[config.mk]
export PLATFORM = sky130hd
export DESIGN_NAME = symbol_frequency_estimator
export DESIGN_NICKNAME = d
export VERILOG_FILES = /design/src/hw/rtl/sfe_pkg.sv /design/src/hw/rtl/sfe_count_mem.sv /design/src/hw/rtl/sfe_divider.sv /design/src/hw/rtl/symbol_frequency_estimator.sv
export SDC_FILE = /design/constraint.sdc
export NUM_CORES = 2
export LEC_CHECK = 0
export BUFFER_PORTS_ARGS = -buffer_cell sky130_fd_sc_hd__buf_2
export CAP_MARGIN = 30
export CORE_MARGIN = 1
export CORE_UTILIZATION = 30
export DETAILED_ROUTE_END_ITERATION = 8
export MAX_ROUTING_LAYER = met4
export SYNTH_ARGS = -nofsm -noshare
export SYNTH_HDL_FRONTEND = slang
export SYNTH_SLANG_ARGS = --single-unit
[constraint.sdc]
create_clock -name clk -period 5.5 [get_ports clk]
set_input_delay 0.275 -clock clk [delete_from_list [all_inputs] [get_ports clk]]
set_output_delay 0.275 -clock clk [all_outputs]
set_load 0.01 [all_outputs]
[src/hw/rtl/sfe_pkg.sv]
// Shared types and constants of the symbol frequency estimator.
`default_nettype none

package sfe_pkg;

	// Default sizes for the top-level parameters.
	localparam int MAX_ALPHABET_DEF = 32;
	localparam int COUNT_BITS_DEF = 32;

	// Fraction bits of the frequency result (Q1.FRAC_BITS).
	localparam int FRAC_BITS = 16;

	// Fixed field widths.
	localparam int SYM_W = 8;
	localparam int IDX_W = 5;
	localparam int FREQ_W = FRAC_BITS + 1;
	localparam int ASZ_W = 6;

	// Alphabet size after reset.
	localparam logic [ASZ_W-1:0] ALPHA_RESET = 6'd4;

	typedef struct packed {
		logic [SYM_W-1:0] symbol;
		logic             last_symbol;
	} sym_item_t;

	typedef struct packed {
		logic [IDX_W-1:0]  symbol_index;
		logic [FREQ_W-1:0] frequency;
		logic              bad_symbol_seen;
		logic              last_result;
	} res_item_t;

endpackage

`default_nettype wire

[src/hw/rtl/sfe_count_mem.sv]
// Occurrence count memory with read-modify-write increment and forwarding.
`default_nettype none

module sfe_count_mem #(
	parameter int MAX_ALPHABET = sfe_pkg::MAX_ALPHABET_DEF,
	parameter int COUNT_BITS = sfe_pkg::COUNT_BITS_DEF,
	localparam int AW = (MAX_ALPHABET > 1) ? $clog2(MAX_ALPHABET) : 1
) (
	input  wire logic                  clk,
	input  wire logic                  arst_n,
	input  wire logic                  rd_en,
	input  wire logic [AW-1:0]         rd_addr,
	input  wire logic                  inc_en,
	input  wire logic                  clear_all,
	output logic      [COUNT_BITS-1:0] rd_data
);

	logic [COUNT_BITS-1:0] mem [MAX_ALPHABET];
	logic [MAX_ALPHABET-1:0] vld_q;

	logic [COUNT_BITS-1:0] rdata_s1;
	logic                  rvld_s1;
	logic [AW-1:0]         addr_s1;
	logic                  inc_s1;

	logic                  wr_valid_q;
	logic [AW-1:0]         wr_addr_q;
	logic [COUNT_BITS-1:0] wr_data_q;

	logic [COUNT_BITS-1:0] cur;
	logic [COUNT_BITS-1:0] cur_inc;

	// The read registered at the previous edge missed a write made at that same edge.
	always_comb begin
		if (wr_valid_q && (wr_addr_q == addr_s1)) begin
			cur = wr_data_q;
		end else if (rvld_s1) begin
			cur = rdata_s1;
		end else begin
			cur = '0;
		end
		cur_inc = (cur == {COUNT_BITS{1'b1}}) ? cur : cur + COUNT_BITS'(1);
	end

	assign rd_data = cur;

	always_ff @(posedge clk) begin
		if (rd_en) begin
			rdata_s1 <= mem[rd_addr];
			addr_s1 <= rd_addr;
		end
		if (inc_s1) begin
			mem[addr_s1] <= cur_inc;
			wr_addr_q <= addr_s1;
			wr_data_q <= cur_inc;
		end
	end

	always_ff @(posedge clk or negedge arst_n) begin
		if (!arst_n) begin
			vld_q <= '0;
			rvld_s1 <= 1'b0;
			inc_s1 <= 1'b0;
			wr_valid_q <= 1'b0;
		end else begin
			if (rd_en) begin
				rvld_s1 <= vld_q[rd_addr];
			end
			inc_s1 <= rd_en && inc_en;
			wr_valid_q <= inc_s1 && !clear_all;
			if (clear_all) begin
				vld_q <= '0;
			end else if (inc_s1) begin
				vld_q[addr_s1] <= 1'b1;
			end
		end
	end

endmodule

`default_nettype wire

[src/hw/rtl/sfe_divider.sv]
// Restoring divider that forms a count over the text length as a Q1.FRAC_BITS fraction.
`default_nettype none

module sfe_divider #(
	parameter int COUNT_BITS = sfe_pkg::COUNT_BITS_DEF
) (
	input  wire logic                          clk,
	input  wire logic                          arst_n,
	input  wire logic                          start,
	input  wire logic [COUNT_BITS-1:0]         num,
	input  wire logic [COUNT_BITS-1:0]         den,
	output logic                               done,
	output logic      [sfe_pkg::FREQ_W-1:0]    quot
);

	localparam int CW = $clog2(sfe_pkg::FRAC_BITS + 1);

	logic [COUNT_BITS-1:0]        rem_q;
	logic [COUNT_BITS-1:0]        den_q;
	logic [sfe_pkg::FREQ_W-1:0]   quot_q;
	logic [CW-1:0]                cnt_q;
	logic                         done_q;

	logic [COUNT_BITS:0]          rem_sh;
	logic                         fits;

	// The remainder stays below the divisor, so the shifted value needs one extra bit only.
	assign rem_sh = {rem_q, 1'b0};
	assign fits = (rem_sh >= {1'b0, den_q});

	always_ff @(posedge clk) begin
		if (start) begin
			rem_q <= num;
			den_q <= den;
			if (den == '0) begin
				quot_q <= '0;
			end else if (num >= den) begin
				quot_q <= sfe_pkg::FREQ_W'(1) << sfe_pkg::FRAC_BITS;
			end else begin
				quot_q <= '0;
			end
		end else if (cnt_q != '0) begin
			rem_q <= fits ? COUNT_BITS'(rem_sh - {1'b0, den_q}) : rem_sh[COUNT_BITS-1:0];
			quot_q <= {quot_q[sfe_pkg::FREQ_W-2:0], fits};
		end
	end

	always_ff @(posedge clk or negedge arst_n) begin
		if (!arst_n) begin
			cnt_q <= '0;
			done_q <= 1'b0;
		end else if (start) begin
			if ((den == '0) || (num >= den)) begin
				cnt_q <= '0;
				done_q <= 1'b1;
			end else begin
				cnt_q <= CW'(sfe_pkg::FRAC_BITS);
				done_q <= 1'b0;
			end
		end else if (cnt_q != '0) begin
			cnt_q <= cnt_q - CW'(1);
			done_q <= (cnt_q == CW'(1));
		end
	end

	assign done = done_q;
	assign quot = quot_q;

endmodule

`default_nettype wire

[src/hw/rtl/symbol_frequency_estimator.sv]
// Top level of the symbol frequency estimator: counting control and result output.
//
// Usage: symbol items arrive on the sym channel (valid/ready). Each item whose symbol
// lies below the alphabet size increments that symbol's count and the text length;
// any other symbol only sets a sticky error flag. While counting, the block takes
// one item per cycle: the count memory is read at acceptance and written back in the
// following cycle, with the last write forwarded to a read of the same entry.
// The item flagged last_symbol ends the text. The block then stops taking items and
// emits one result per alphabet symbol, in ascending order, on the res channel.
// Each result passes through a memory read, the divider load, the restoring divider
// at one quotient bit per cycle, and the result hand-off; the divider skips its bits
// when the length is zero or the count reaches the length.
// The final result carries last_result. Once it is loaded into the output register
// the counts, length and error flag are cleared and new items are taken again, even
// while that result still waits for the receiver. A stalled receiver simply holds
// the block before the next result. Reset clears all counts, the length and the
// error flag at once, and sets the alphabet size to 4. The cfg port writes the
// alphabet size; write it only while no text is in progress.
`default_nettype none

module symbol_frequency_estimator #(
	parameter int MAX_ALPHABET = sfe_pkg::MAX_ALPHABET_DEF,
	parameter int COUNT_BITS = sfe_pkg::COUNT_BITS_DEF
) (
	input  wire logic                       clk,
	input  wire logic                       arst_n,
	input  wire logic                       sym_valid,
	output logic                            sym_ready,
	input  wire sfe_pkg::sym_item_t         sym_item,
	output logic                            res_valid,
	input  wire logic                       res_ready,
	output sfe_pkg::res_item_t              res_item,
	input  wire logic                       cfg_we,
	input  wire logic [sfe_pkg::ASZ_W-1:0]  cfg_wdata
);

	localparam int AW = (MAX_ALPHABET > 1) ? $clog2(MAX_ALPHABET) : 1;
	localparam int NW = $clog2(MAX_ALPHABET + 1);

	typedef enum logic [3:0] {
		S_COUNT = 4'b0001,
		S_READ  = 4'b0010,
		S_LOAD  = 4'b0100,
		S_DIV   = 4'b1000
	} state_t;

	state_t state_q;

	logic [sfe_pkg::ASZ_W-1:0] alpha_q;
	logic [NW-1:0]             n_eff;
	logic [COUNT_BITS-1:0]     len_q;
	logic                      err_q;
	logic [AW-1:0]             k_q;

	logic                      sym_acc;
	logic                      sym_ok;
	logic                      k_last;
	logic                      res_load;

	logic                      mem_rd_en;
	logic [AW-1:0]             mem_rd_addr;
	logic                      mem_clear;
	logic [COUNT_BITS-1:0]     mem_rd_data;

	logic                      div_start;
	logic                      div_done;
	logic [sfe_pkg::FREQ_W-1:0] div_quot;

	logic                      res_valid_q;
	sfe_pkg::res_item_t        res_item_q;

	// Effective alphabet size: the register clamped to 1..MAX_ALPHABET.
	always_comb begin
		if (alpha_q == '0) begin
			n_eff = NW'(1);
		end else if (int'(alpha_q) > MAX_ALPHABET) begin
			n_eff = NW'(MAX_ALPHABET);
		end else begin
			n_eff = NW'(alpha_q);
		end
	end

	assign sym_ready = (state_q == S_COUNT);
	assign sym_acc = sym_valid && sym_ready;
	assign sym_ok = (16'(sym_item.symbol) < 16'(n_eff));
	assign k_last = ((NW'(k_q) + NW'(1)) == n_eff);

	// The output register may take a new result when it is empty or being drained.
	assign res_load = (state_q == S_DIV) && div_done && (!res_valid_q || res_ready);

	// Counting reads the entry of the arriving symbol; the result pass reads entry k.
	assign mem_rd_en = sym_acc || (state_q == S_READ);
	assign mem_rd_addr = (state_q == S_COUNT) ? sym_item.symbol[AW-1:0] : k_q;
	assign mem_clear = res_load && k_last;

	assign div_start = (state_q == S_LOAD);

	sfe_count_mem #(
		.MAX_ALPHABET(MAX_ALPHABET),
		.COUNT_BITS(COUNT_BITS)
	) u_mem (
		.clk(clk),
		.arst_n(arst_n),
		.rd_en(mem_rd_en),
		.rd_addr(mem_rd_addr),
		.inc_en(sym_acc && sym_ok),
		.clear_all(mem_clear),
		.rd_data(mem_rd_data)
	);

	sfe_divider #(
		.COUNT_BITS(COUNT_BITS)
	) u_div (
		.clk(clk),
		.arst_n(arst_n),
		.start(div_start),
		.num(mem_rd_data),
		.den(len_q),
		.done(div_done),
		.quot(div_quot)
	);

	always_ff @(posedge clk or negedge arst_n) begin
		if (!arst_n) begin
			state_q <= S_COUNT;
			alpha_q <= sfe_pkg::ALPHA_RESET;
			len_q <= '0;
			err_q <= 1'b0;
			k_q <= '0;
			res_valid_q <= 1'b0;
		end else begin
			if (cfg_we) begin
				alpha_q <= cfg_wdata;
			end

			if (res_load) begin
				res_valid_q <= 1'b1;
			end else if (res_ready) begin
				res_valid_q <= 1'b0;
			end

			case (state_q)
				S_COUNT: begin
					if (sym_acc) begin
						if (sym_ok) begin
							if (len_q != {COUNT_BITS{1'b1}}) begin
								len_q <= len_q + COUNT_BITS'(1);
							end
						end else begin
							err_q <= 1'b1;
						end
						if (sym_item.last_symbol) begin
							k_q <= '0;
							state_q <= S_READ;
						end
					end
				end
				S_READ: begin
					state_q <= S_LOAD;
				end
				S_LOAD: begin
					state_q <= S_DIV;
				end
				S_DIV: begin
					if (res_load) begin
						if (k_last) begin
							// End of the text: start afresh for the next one.
							len_q <= '0;
							err_q <= 1'b0;
							state_q <= S_COUNT;
						end else begin
							k_q <= k_q + AW'(1);
							state_q <= S_READ;
						end
					end
				end
				default: begin
					state_q <= S_COUNT;
				end
			endcase
		end
	end

	always_ff @(posedge clk) begin
		if (res_load) begin
			res_item_q.symbol_index <= sfe_pkg::IDX_W'(k_q);
			res_item_q.frequency <= div_quot;
			res_item_q.bad_symbol_seen <= err_q;
			res_item_q.last_result <= k_last;
		end
	end

	assign res_valid = res_valid_q;
	assign res_item = res_item_q;

endmodule

`default_nettype wire

Word level (Yosys, flattened, before mapping)
Memory sizes are Yosys's and may differ from the RTL's. A register that Yosys moved wholly into a read port is not among the register bits.
Cells that the tools add are included.
{"block": "totals", "regBits": 237, "output_inout_bits": 26, "n_memories": 1, "in_bits": 20, "ramBits": 1024, "word_cells": 129}
{"memory": "u_mem.mem", "depth": 32, "word_bits": 32, "read_ports": 1, "rd_ports_with_merged_regs": 1, "write_ports": 1, "line_no": "sfe_count_mem.sv:18", "rtl": "logic [COUNT_BITS-1:0] mem [MAX_ALPHABET];"}
{"block": "op_classes", "mux": 50, "bitwise_logic": 1, "n_addsub": 6, "magnitude_cmp": 7, "n_reduce_logical": 25, "eq_ne": 17}
{"cell": "$mux 32", "n": 13}
{"cell": "$mux 17", "n": 4}
{"cell": "$add 32x1->32 const B", "n": 2}
{"cell": "$pmux 32 s2", "n": 1}
{"cell": "$mux 5", "n": 8}
{"cell": "$ge 33x32->1", "n": 1}
{"cell": "$eq 32x32->1 const B", "n": 1}
{"cell": "$ge 32x32->1", "n": 1}
{"cell": "$logic_not 32->1", "n": 1}
{"cell": "$ne 32x32->1 const B", "n": 1}
{"cell": "$or 32x32->32", "n": 1}
{"cell": "$sub 32x32->32", "n": 1}
{"cell": "$pmux 4 s4", "n": 1}
{"cell": "$mux 1", "n": 13}
{"cell": "$lt 5x6->1 const B", "n": 2}
{"cell": "$mux 4", "n": 3}
{"cell": "$mux 6", "n": 2}
{"cell": "$pmux 5 s2", "n": 1}
{"cell": "$reduce_and 5->1", "n": 2}
{"cell": "$logic_and 1x1->1", "n": 9}
{"cell": "$lt 8x6->1", "n": 1}
{"cell": "$ne 2x1->1 const B", "n": 4}
{"cell": "$ne 2x2->1 const B", "n": 4}
{"cell": "$reduce_bool 2->1", "n": 4}
{"cell": "other kinds (22)", "n": 25}

Longest topological paths before layout
{"block": "logic_depth", "ltp_word": 7, "depth_mapped": 19, "depth_no_buf": 15}

By module
Synthesis repeated with hierarchy kept, for this count alone.
{"block": "hier_totals", "hier_cells": 3026, "area_unflattened_um2": 54742.5}
{"module": "sfe_count_mem", "cells_per_inst": 2003, "instances": 1, "area_each_um2": 44291.2}
{"module": "sfe_divider", "cells_per_inst": 641, "instances": 1, "area_each_um2": 6317.3}
{"module": "symbol_frequency_estimator", "cells_per_inst": 382, "instances": 1, "area_each_um2": 4134.0}

Worst setup path after synthesis
OpenSTA, ideal clock, no wires.
{"block": "synth_timing", "path_kind": "reg-to-reg", "startpoint": "reg u_mem.addr_s1[3]", "endpoint": "mem u_mem.mem[0][13] in the netlist's numbering, data pin", "stages_incl_launch_ff": 17, "slack_ns": 0.766, "synth_period_minus_slack_ns": 4.734, "n_path_buf": 3, "setup_ns": 0.393, "arrival_ns": 4.341, "t_required_ns": 5.107, "cell_sequence": "edfxtp_1 > buf_2 > xnor2_1 > nand4_2 > nor2_1 > buf_2 > buf_1 > nand2_1 > o21ai_0 > ha_1 > nand4_1 > a211oi_1 > o22a_1 > nand4_2 > o211ai_1 > nor2_1 > xnor2_1"}
{"block": "synth_between", "elab_chain_cells": 5, "elab_cells_between_ends": 6}
{"item": "start: declaration", "line_no": "sfe_count_mem.sv:23", "rtl": "logic [AW-1:0] addr_s1;"}
{"item": "start signal: assignment", "line_no": "sfe_count_mem.sv:50", "rtl": "addr_s1 <= rd_addr;"}
{"item": "$eq 5x5->1 (*)", "line_no": "sfe_count_mem.sv:35", "rtl": "if (wr_valid_q && (wr_addr_q == addr_s1)) begin"}
{"item": "$logic_and 1x1->1 (*)", "line_no": "sfe_count_mem.sv:35"}
{"item": "$mux 32 (*)", "line_no": "sfe_count_mem.sv:35"}
{"item": "$add 32x1->32 / $eq 32x32->1 (equally long branches)", "line_no": "sfe_count_mem.sv:42", "rtl": "cur_inc = (cur == {COUNT_BITS{1'b1}}) ? cur : cur + COUNT_BITS'(1);"}
{"item": "$mux 32 (*)", "line_no": "sfe_count_mem.sv:42"}
{"item": "named net u_mem.cur_inc[13]", "line_no": "sfe_count_mem.sv:31", "rtl": "logic [COUNT_BITS-1:0] cur_inc;"}
{"item": "end: declaration", "line_no": "sfe_count_mem.sv:18"}
The timed path passes the listed nets; every way through them passes the cells marked *.

Final worst setup path
{"block": "layout_timing", "startpoint": "reg u_mem.addr_s1[3]", "endpoint": "mem u_mem.mem[12][19] in the netlist's numbering, data pin"}
Same word-level chain as after synthesis.

==> results.md <==
* Status: finished clean
* Synth Instances at about 4700
* Top-count cell post-synth: nand2_1
* TNS Setup at 0 ns
* Tightest Hold Check Type: in -> reg
* Clock Path Buffers at 3
* Clk slew on worst S/H paths at 0.06 ns
* CTS sink count at 1293
* FMAX at 208 MHz
* Fin area at 64700 um2
* Die Area at 189000 um2
* CP cell instances: xnor2_1 -> nand4_2 -> nor2_4 -> nand2_1 -> o21ai_0 -> ha_1 -> nand3_1 -> nor4_1 -> o22a_1 -> nand4_2 -> o211ai_1 -> nor2_1 -> xnor2_2 -> buf_4
* Initial DRC count at 4275
* CTS tree: done
* RSZ-0062 raised after global routing: no
* CP arrival at about 5.3 ns
* Top_reg_cell synth: edfxtp_1
* Largest net degree at the start of global routing at 146
* Top cell by count, worst path: nand4_2
* Routability Congestion at between 0.9 and 1
* Placed cell count at about 7000
* Top cell type's share of synthesized area at between 60% and 70%
* Placed Area at 60200 um2
* Max-slew violations at 0
* Clk_lat worst skew at 0.78 ns
* Slowest stage cell, crit path: o211ai_1
* Yosys cell types at 95
* Final setup viols at 0
* Top post-synthesis cells by count: nand2_1, edfxtp_1, nand3_1, a311oi_1, clkbuf_1
* Crit path kind: reg -> reg
* Starting Density at a little under a third
* Largest cells by area after synthesis: edfxtp_1, nand2_1, nand3_1, dfrtp_1, a311oi_1
* WL met1 at 71.8 mm
* Yosys reg bits at around 1300
* Cell taking the most area after synthesis: edfxtp_1
* Top layer in use: met4
* Asr flop ratio synth at 6.96%
* Share of cells above drive strength 1 at 10.3%
* Syn avg cell area at between 10 and 15 um2
* Synth-to-Final Area Change at 15.3%
* Post-layout min period at 4.81 ns
* Top Ports at 46
* Number of flops mapped to enable cells by yosys at 1203
* Drt drc at 0
* Root Driver: clkbuf_16
* Ant diodes at 0
* Hpwl dp at approximately 96 mm
* Worst path required time at between 5 and 6 ns
* Global-route wire length before repair at 246 mm
* Grt total ovfl at 0
* Relative slew slack at 28.9%
* Core Area at between 150000 and 200000 um2
* CTS buffer count at 139
* Row cnt at roughly 160
* Die X at 434 um
* Crit. End Element: flop
* R2R depth at 14
* Die Y at 434 um
* Htree depth at 4
* Total global-route track usage at between 10% and 20%
* Fin Hold WS at roughly 0.13 ns
* Worst IR Drop VDD at approximately 0.00021 V
* CP max FO at 33
* Via count at approximately 38000
* Drt wl/cell at 23.0 um
* Final period util at 87.5%
* Cts repair resizes at 0
* Least-Margin Pin Slew at 1.06 ns
* Vias in the first global route at 35800
* Fin Clk Skew at 0.0358 ns
* Initial antenna violation count at 1
* DR vias/cell at 5.26
* Hold Fails Final Rpt at 0
* DRT Pass-1 Iters at 5
* Max Cap Viol at 0
* IO Port Bufs at 45
* Met2 wire length at 80.0 mm
* Synthesized area at 56100 um2
* DR WL met3 at between 10 and 15 mm
* Post-Syn Nets at around 4800
* Power Dens Cells at 302 nW/um2
* Hold Path Depth at 5
* Non-Filler Instances at 7301
* Final net count at a little under 5000
* CP peak stage delay at roughly 0.60 ns
* Final ANT Viol Nets at 0
* Final wirelength at 168 mm
* Leak at between 0.02 and 0.025 uW
* Sequential share of the synthesized area at 68.4%
* Syn. warnings at 0
* Critical Path Source Type: flop
worst max-delay path, delay by kind of cell (launching register included):
family / cells / cell delay (ns)
compound gates: 3 / 1.11
xor+xnor: 2 / 0.46
fa+ha+maj: 1 / 0.33
buf+inv: 1 / 0.24
flops: 1 / 0.54
simple gates: 7 / 1.81
routing by layer:
layer | up-vias | global-route usage (%)
li1 | 17200 | -
met3 | 291 | 2.51
met1 | 19300 | 24.0
met4 | 0 | 5.51
met5 | - | -
met2 | 1549 | 28.7
registers in the layout (all words and copies together) (netlist names), 17 cells and up:
name and flops:
u_mem.rdata_s1 32, len_q 32, u_mem.mem 1024, u_mem.vld_q 32
u_div.quot 17, u_div.rem_q 32, res_item 24, u_mem.wr_data_q 32
u_div.den_q 32
timing repair:
item                                    in CTS  in global routing
endpoints found under the setup margin       0                  0
hold buffers                                18                  0
buffers inserted                             0                  0
endpoints found under the hold margin       48                  0
per-stage QoR:
step	setup slack [ns]	util (%)	power (uW)
floorplan	0.766	-	10800
global placement	0.911	32.3	10900
detailed placement	0.832	32.4	10900
CTS	0.789	34.8	19700
global route	0.243	34.8	20000
finish	0.686	34.8	19600
cell families (layout without fill, tap and decap cells):
group                    count (synthesis)  after routing  synth area share, %
multiplexers                            39             39                0.747
flip-flops                            1293           1293                 68.4
buffers and inverters                  400            565                 3.06
AND/OR/NAND/NOR                       2210           2210                 17.6
XOR/XNOR                                60             60                0.962
AO/OA/AOI/OAI                          577            577                 7.48
adder cells (fa/ha/maj)                 77             77                 1.73
path summary, 6_finish.rpt:
check	start	end	slack, ns
worst max-delay path	u_mem.addr_s1[3]	u_mem.mem[12][19]	0.69
worst min-delay path	sym_item[8]	err_q	0.13
worst max register to register	u_mem.addr_s1[3]	u_mem.mem[12][19]	0.69
worst min register to register	u_div.quot[14]	res_item[16]	0.45
max in group asynchronous	arst_n	u_mem.inc_s1	4.06
min in group asynchronous	arst_n	len_q[18]	0.18
cells in the final DEF (no fill, tap or decap), types with 76 or more instances in the layout:
cell type	netlist	layout
a311oi_1	167	167
nor2_1	115	80
edfxtp_1	1203	1203
and3_1	91	91
buf_4	10	123
nand2_1	1221	1221
clkbuf_16	0	142
dfrtp_1	88	87
inv_1	98	95
ha_1	76	76
nand3_1	597	596
cell type report:
cell class / count / area (um2)
clock buffers: 182 / 3710
flip-flops and latches: 1293 / 38400
clock inverters: 64 / 537
fillers: 17900 / 121000
well taps: 2480 / 3100
inverters: 100 / 392
multi-input cells: 2963 / 16500
repair buffers: 219 / 2030
power by group:
part / switching, uW / total, uW / internal [uW] / leakage, uW
combinational: 39.5 / 70.3 / 30.8 / 0.0105
sequential: 6.88 / 10600 / 10600 / 0.00991
clock: 3910 / 8880 / 4980 / 0.00207
(Power assumes the default switching activity.)
